==> src/rtl/csm_pkg.sv <==
package csm_pkg;

    localparam int MAX_ROWS    = 1024;
    localparam int MAX_ENTRIES = 4096;

    localparam int ROW_W  = 10;   // row index
    localparam int COL_W  = 10;   // column index
    localparam int VAL_W  = 8;    // entry value
    localparam int RC_W   = 11;   // row_count register, row bound
    localparam int CNT_W  = 13;   // entry count, row start pointers
    localparam int RS_AW  = 11;   // row start memory address (MAX_ROWS + 1 entries)
    localparam int ENT_AW = 12;   // entry memory address
    localparam int ENT_W  = COL_W + VAL_W;

    localparam logic [RC_W-1:0] ROW_COUNT_RESET = RC_W'(1024);

    typedef enum logic [1:0] {
        CMD_CLEAR  = 2'd0,
        CMD_APPEND = 2'd1,
        CMD_FINISH = 2'd2,
        CMD_LOOKUP = 2'd3
    } cmd_t;

    typedef enum logic [1:0] {
        ST_OK    = 2'd0,
        ST_DESC  = 2'd1,
        ST_FULL  = 2'd2,
        ST_RANGE = 2'd3
    } status_t;

    typedef enum logic [3:0] {
        S_IDLE,
        S_DECODE,
        S_FILL,
        S_STORE,
        S_RD_HI,
        S_SETUP,
        S_PROBE,
        S_CMP,
        S_RESP
    } state_t;

    // controller -> datapath
    typedef struct packed {
        logic    load_in;
        logic    clear;
        logic    status_en;
        status_t status;
        logic    fill_append;
        logic    fill_finish;
        logic    fill_step;
        logic    store;
        logic    rd_lo;
        logic    rd_hi;
        logic    setup_range;
        logic    probe;
        logic    compare;
        logic    out_load;
    } ctrl_cmd_t;

    // datapath -> controller
    typedef struct packed {
        cmd_t cmd;
        logic row_oob;
        logic row_desc;
        logic row_beyond;
        logic row_adv;
        logic full;
        logic finish_empty;
        logic fill_last;
        logic range_empty;
        logic hit;
        logic out_free;
    } dp_stat_t;

endpackage

==> src/rtl/csm_ctrl.sv <==
module csm_ctrl (
    input  logic                aclk,
    input  logic                aresetn,
    input  logic                s_valid,
    output logic                s_ready,
    input  csm_pkg::dp_stat_t   stat,
    output csm_pkg::ctrl_cmd_t  cmd
);

    csm_pkg::state_t state_reg, state_next;

    always_ff @(posedge aclk) begin
        if (!aresetn) begin
            state_reg <= csm_pkg::S_IDLE;
        end else begin
            state_reg <= state_next;
        end
    end

    always_comb begin
        state_next = state_reg;
        cmd        = '0;
        cmd.status = csm_pkg::ST_OK;
        s_ready    = 1'b0;

        case (state_reg)
            csm_pkg::S_IDLE: begin
                s_ready = 1'b1;
                if (s_valid) begin
                    cmd.load_in = 1'b1;
                    state_next  = csm_pkg::S_DECODE;
                end
            end

            csm_pkg::S_DECODE: begin
                case (stat.cmd)
                    csm_pkg::CMD_CLEAR: begin
                        cmd.clear  = 1'b1;
                        state_next = csm_pkg::S_RESP;
                    end
                    csm_pkg::CMD_APPEND: begin
                        if (stat.row_oob) begin
                            cmd.status_en = 1'b1;
                            cmd.status    = csm_pkg::ST_RANGE;
                            state_next    = csm_pkg::S_RESP;
                        end else if (stat.row_desc) begin
                            cmd.status_en = 1'b1;
                            cmd.status    = csm_pkg::ST_DESC;
                            state_next    = csm_pkg::S_RESP;
                        end else if (stat.full) begin
                            cmd.status_en = 1'b1;
                            cmd.status    = csm_pkg::ST_FULL;
                            state_next    = csm_pkg::S_RESP;
                        end else if (stat.row_adv) begin
                            cmd.fill_append = 1'b1;
                            state_next      = csm_pkg::S_FILL;
                        end else begin
                            state_next = csm_pkg::S_STORE;
                        end
                    end
                    csm_pkg::CMD_FINISH: begin
                        if (stat.finish_empty) begin
                            state_next = csm_pkg::S_RESP;
                        end else begin
                            cmd.fill_finish = 1'b1;
                            state_next      = csm_pkg::S_FILL;
                        end
                    end
                    csm_pkg::CMD_LOOKUP: begin
                        if (stat.row_oob) begin
                            cmd.status_en = 1'b1;
                            cmd.status    = csm_pkg::ST_RANGE;
                            state_next    = csm_pkg::S_RESP;
                        end else if (stat.row_beyond) begin
                            state_next = csm_pkg::S_RESP;
                        end else begin
                            cmd.rd_lo  = 1'b1;
                            state_next = csm_pkg::S_RD_HI;
                        end
                    end
                    default: begin
                        state_next = csm_pkg::S_RESP;
                    end
                endcase
            end

            csm_pkg::S_FILL: begin
                cmd.fill_step = 1'b1;
                if (stat.fill_last) begin
                    if (stat.cmd == csm_pkg::CMD_APPEND) begin
                        state_next = csm_pkg::S_STORE;
                    end else begin
                        state_next = csm_pkg::S_RESP;
                    end
                end
            end

            csm_pkg::S_STORE: begin
                cmd.store  = 1'b1;
                state_next = csm_pkg::S_RESP;
            end

            csm_pkg::S_RD_HI: begin
                cmd.rd_hi  = 1'b1;
                state_next = csm_pkg::S_SETUP;
            end

            csm_pkg::S_SETUP: begin
                cmd.setup_range = 1'b1;
                state_next      = csm_pkg::S_PROBE;
            end

            csm_pkg::S_PROBE: begin
                if (stat.range_empty) begin
                    state_next = csm_pkg::S_RESP;
                end else begin
                    cmd.probe  = 1'b1;
                    state_next = csm_pkg::S_CMP;
                end
            end

            csm_pkg::S_CMP: begin
                cmd.compare = 1'b1;
                if (stat.hit) begin
                    state_next = csm_pkg::S_RESP;
                end else begin
                    state_next = csm_pkg::S_PROBE;
                end
            end

            csm_pkg::S_RESP: begin
                if (stat.out_free) begin
                    cmd.out_load = 1'b1;
                    state_next   = csm_pkg::S_IDLE;
                end
            end

            default: begin
                state_next = csm_pkg::S_IDLE;
            end
        endcase
    end

endmodule

==> config.mk <==
export PLATFORM = sky130hd
export DESIGN_NAME = csm_ctrl
export DESIGN_NICKNAME = d
export VERILOG_FILES = /design/src/rtl/csm_pkg.sv /design/src/rtl/csm_ctrl.sv
export SDC_FILE = /design/constraint.sdc
export NUM_CORES = 1
export LEC_CHECK = 0
export BUFFER_PORTS_ARGS = -buffer_cell sky130_fd_sc_hd__buf_2
export CORE_MARGIN = 10
export CORE_UTILIZATION = 40
export CTS_BUF_LIST = sky130_fd_sc_hd__clkbuf_8
export DETAILED_ROUTE_END_ITERATION = 7
export GPL_TIMING_DRIVEN = 0
export PLACE_DENSITY = 0.77
export SYNTH_ARGS = -nofsm -noshare
export SYNTH_HDL_FRONTEND = slang
export SYNTH_SLANG_ARGS = --single-unit
==> constraint.sdc <==
create_clock -name aclk -period 1.76 [get_ports aclk]
set_input_delay 0.528 -clock aclk [delete_from_list [all_inputs] [get_ports aclk]]
set_output_delay 0.528 -clock aclk [all_outputs]
set_load 0.05 [all_outputs]
==> impl_metrics.ini, run 1 <==
[yosys]
synth_nets = 94
netlist_instances = 79
yosys_warnings = 0
yosys.area.top_type = dfxtp_1
synth_enable_flop_cells = 0
synth_top_area_share_pct = 14.7
synth-main-ff-cell = dfxtp_1
yosysUniqueCellTypes = 35
postSynth.asyncResetShare_pct = 0
netlist_area_um2 = 546
seq_area_frac_synth_pct = 14.7
avgSynthCellArea_um2 = 6.91
ys_ff_latch = 4
ys_top_cells_by_area = dfxtp_1 15%, nor2_1 7.6%, nor3_1 7.3%

[place]
port_buffers = 30
place_hpwl_um = 1470
pre_cts_ws_ns = -0.444
routabilityCongestion = 0.828

[run_status]
lastStage = global routing
stop_error = [ERROR DPL-0038] Utilization greater than 100%, impossible to legalize
status = stopped before the end

[sta]
postGrtWorstEndpoint = cmd[5]
endpoint_type = primary output

[floorplanning]
start_util_pct = 41.9
rows = 13
fp.dieH_um = 56.9
io_pins = 31
die_w_um = 56.9

[clock_network]
cts_max_level = 1
cts_buffer_depth = 2
cts_buffers = 3
cts-root-buf = clkbuf_8
cts_sinks = 4

[global_route]
grt_max_degree = 9
## synth_stat cells (2+ instances only)
library cell	count
a31oi_1	2
o311a_1	2
a21oi_1	4
or2b_2	2
inv_1	8
a221oi_1	2
nor2_1	11
nor3_1	8
nand2b_1	2
a211o_2	2
nor2b_1	2
nor4_1	3
nand2_1	4
dfxtp_1	4
buf_2	3
## cell families after synthesis
family                 synth area share (%)
DFF                                    14.7
AOI/OAI and AO/OA                      23.9
muxes                                  1.83
buffers and inverters                  11.7
and+or+nand+nor                        47.9
## repair_timing
| action | CTS |
|---|---|
| buffers inserted | 16 |
| hold endpoints to repair | 0 |
| hold buffers | 0 |
| resized for setup | 54 |
| gates cloned | 0 |
| endpoints found under the setup margin | 16 |
| pin swaps | 10 |
## metrics by stage
stage	instance area, µm²	setup TNS, ns	hold WS [ns]	std cells
3_3_place_gp	856	-1.35	0.709	124
3_5_place_dp	856	-1.50	0.712	124
4_1_cts	1190	-3.48	0.569	142
2_1_floorplan	687	-0.827	0.659	79
==> run 2, diff against run 1 <==
--- a/config.mk
+++ b/config.mk
@@ -6,12 +6,11 @@
 export NUM_CORES = 1
 export LEC_CHECK = 0
 export BUFFER_PORTS_ARGS = -buffer_cell sky130_fd_sc_hd__buf_2
-export CORE_MARGIN = 10
-export CORE_UTILIZATION = 40
-export CTS_BUF_LIST = sky130_fd_sc_hd__clkbuf_8
+export CORE_AREA = 10 10 71 73
 export DETAILED_ROUTE_END_ITERATION = 7
+export DIE_AREA = 0 0 81 83
 export GPL_TIMING_DRIVEN = 0
-export PLACE_DENSITY = 0.77
+export PLACE_DENSITY_LB_ADDON = 0.15
 export SYNTH_ARGS = -nofsm -noshare
 export SYNTH_HDL_FRONTEND = slang
 export SYNTH_SLANG_ARGS = --single-unit
==> constraint.sdc (replaced) <==
create_clock -name aclk -period 2.3 [get_ports aclk]
set_input_delay 0.69 -clock aclk [delete_from_list [all_inputs] [get_ports aclk]]
set_output_delay 0.69 -clock aclk [all_outputs]
set_load 0.05 [all_outputs]
==> impl_metrics.ini, run 2 <==
[power]
leakage_uw = 0.000415
power_density_nw_per_um2 = 431
ir_drop_v = 0.000123

[clock_network]
cts-root-buf = clkbuf_8
cts_buffers = 3
cts_tree = built
cts_max_level = 1
clkTransAtPathRegs_ns = 0.03
clk_latency_ns = 0.21
cts_sinks = 4
cts_buffer_depth = 2
cts_hold_buf = 0

[global_route]
grt-ovfl-total = 0
grt_pass1_wl_um = 3630
grt_max_degree = 11
grtUsageTotal_pct = 6.45
antenna_found_initial = 0
grt_pass1_vias = 776

[min_path]
min_path_cells = 3
min_from = state_reg[1]$_SDFFE_PN0P_
worstHoldPathType = reg -> reg
min_to = state_reg[2]$_SDFFE_PN0P_

[sta]
fin_tns_setup_ns = -0.0593
slew_headroom_pct = 74.9
tightest_slew_ns = 0.372
slew_violations = 0
whs_ns = 0.686
max_freq_mhz = 424
finalClockSkew_ns = 0.0000448
setup_viol = 1
finalWorstSetupSlack_ns = -0.0593
period_share_pct = 103
hold_viol = 0
period_needed_ns = 2.36
rsz0062_at_grt = yes

[worst_setup_path]
crit_arrival_ns = 1.67
r2r_cells = 5
rr_endpoint = state_reg[0]$_SDFFE_PN0P_
regToRegSetupSlack_ns = 0.64
startpoint_type = register
path_class = reg -> out
r2r_start = state_reg[1]$_SDFFE_PN0P_
critPathMaxFanout = 6
critPathCaptureType = output pin
required_ns = 1.61

[run_status]
status = finished, violations left
violations = setup timing

[yosys]
synth_enable_flop_cells = 0
yosysUniqueCellTypes = 35
seq_area_frac_synth_pct = 14.7
netlist_instances = 79
yosys_warnings = 0
ys_top_cells_by_area = dfxtp_1 15%, nor2_1 7.6%, nor3_1 7.3%
ys_ff_latch = 4
synth_nets = 94
postSynth.asyncResetShare_pct = 0
synth.most_common_cell = nor2_1
yosys.area.top_type = dfxtp_1
netlist_area_um2 = 546
avgSynthCellArea_um2 = 6.91
synth.top_cells.by_count = 11 x nor2_1, 8 x inv_1, 8 x nor3_1
synth_top_area_share_pct = 14.7
synth-main-ff-cell = dfxtp_1

[layout]
seqCellArea_um2 = 83.8
final_util_pct = 24.9
layout-drive-gt1-share_pct = 54.9
layout_commonest_cell = buf_2
largest_reg_flops = 4
multiInputGateArea_um2 = 463
syn_to_final_growth_pct = 65.6
final_cell_mix = 24 x buf_2, 10 x nor2_1, 7 x inv_1
diodes = 0
fillers = 433
nets = 130
post-route-cell-area_um2 = 903

[place]
place_hpwl_um = 1750
port_buffers = 30
place_area_um2 = 806
pre_cts_ws_ns = -0.176
routabilityCongestion = 0.688

[floorplanning]
fp.dieH_um = 83
io_pins = 31
die-area_um2 = 6720
rows = 22
start_util_pct = 15.0
core_um2 = 3630
die_w_um = 81

[detailed_routing]
wl_per_cell_um = 13.4
viasPerCell = 4.45
drtIter0Drc = 25
drtPass1Iterations = 4
remaining_drc_errors = 0
antenna_left = 0
routed_wl_um = 2160
num_vias = 716

[job]
max-cap-violations = 0
-- run 2: cell counts after synthesis --
No cell type changed its count.
-- run 2: how the worst max path moves through the flow --
stage,start,to,cells after the start
floorplan,state_reg[2]$_SDFFE_PN0P_,cmd[0],4
global placement,stat[11],cmd[5],5
detailed placement,stat[11],cmd[5],5
CTS,state_reg[1]$_SDFFE_PN0P_,cmd[5],5
global route,state_reg[1]$_SDFFE_PN0P_,cmd[5],5
finish,state_reg[1]$_SDFFE_PN0P_,cmd[5],5
-- run 2: layer usage --
layer / share of wire (%) / routed length (µm) / global-route usage [%]
met1: 45 / 971 / 8.01
met2: 44 / 954 / 9.08
met3: 9.9 / 214 / 3.13
met4: 0.97 / 21 / 2.82
met5: 0 / 0 / 0
-- run 2: repair_timing --
item                                    in CTS  in global routing
hold endpoints to repair                     0                  0
pin swaps                                    2                  2
setup buffers                                1                  0
endpoints found under the setup margin       3                  8
cloned                                       0                  0
gates resized for setup                     10                  9
-- run 2: cell type report --
class	instances	area share [%]
sequential	4	9.28
timing repair buffer	31	21.2
buffer	5	3.74
multi-input combinational	62	51.2
inverter	8	3.32
tap	48	6.65
clock buffer	3	4.57
-- run 2: cell families (layout without fill, tap and decap cells) --
logic type	Yosys count	after routing	share of synthesized area (%)
buf+inv	13	47	11.7
mux	1	1	1.83
flops	4	4	14.7
compound gates	17	17	23.9
simple gates	44	44	47.9
-- run 2: report_power, final --
| part | total (µW) | switching, µW | internal (µW) |
|---|---|---|---|
| combinational | 170 | 108 | 62.1 |
| sequential | 76.6 | 3.70 | 72.9 |
| clock | 143 | 32.0 | 111 |
| total | 390 | 144 | 246 |
-- run 2: metrics by stage --
step	power [µW]	instances
floorplan	193	79
global placement	243	157
detailed placement	242	157
CTS	391	161
global route	417	161
finish	390	161
-- run 2: critical path, stage by stage (launching register included) --
cell	delay (ns)
dfxtp_4	0.35
nor4b_4	0.33
nand2_2	0.11
or4_4	0.44
inv_2	0.08
buf_8	0.14
Power figures use the tool's default switching activity.
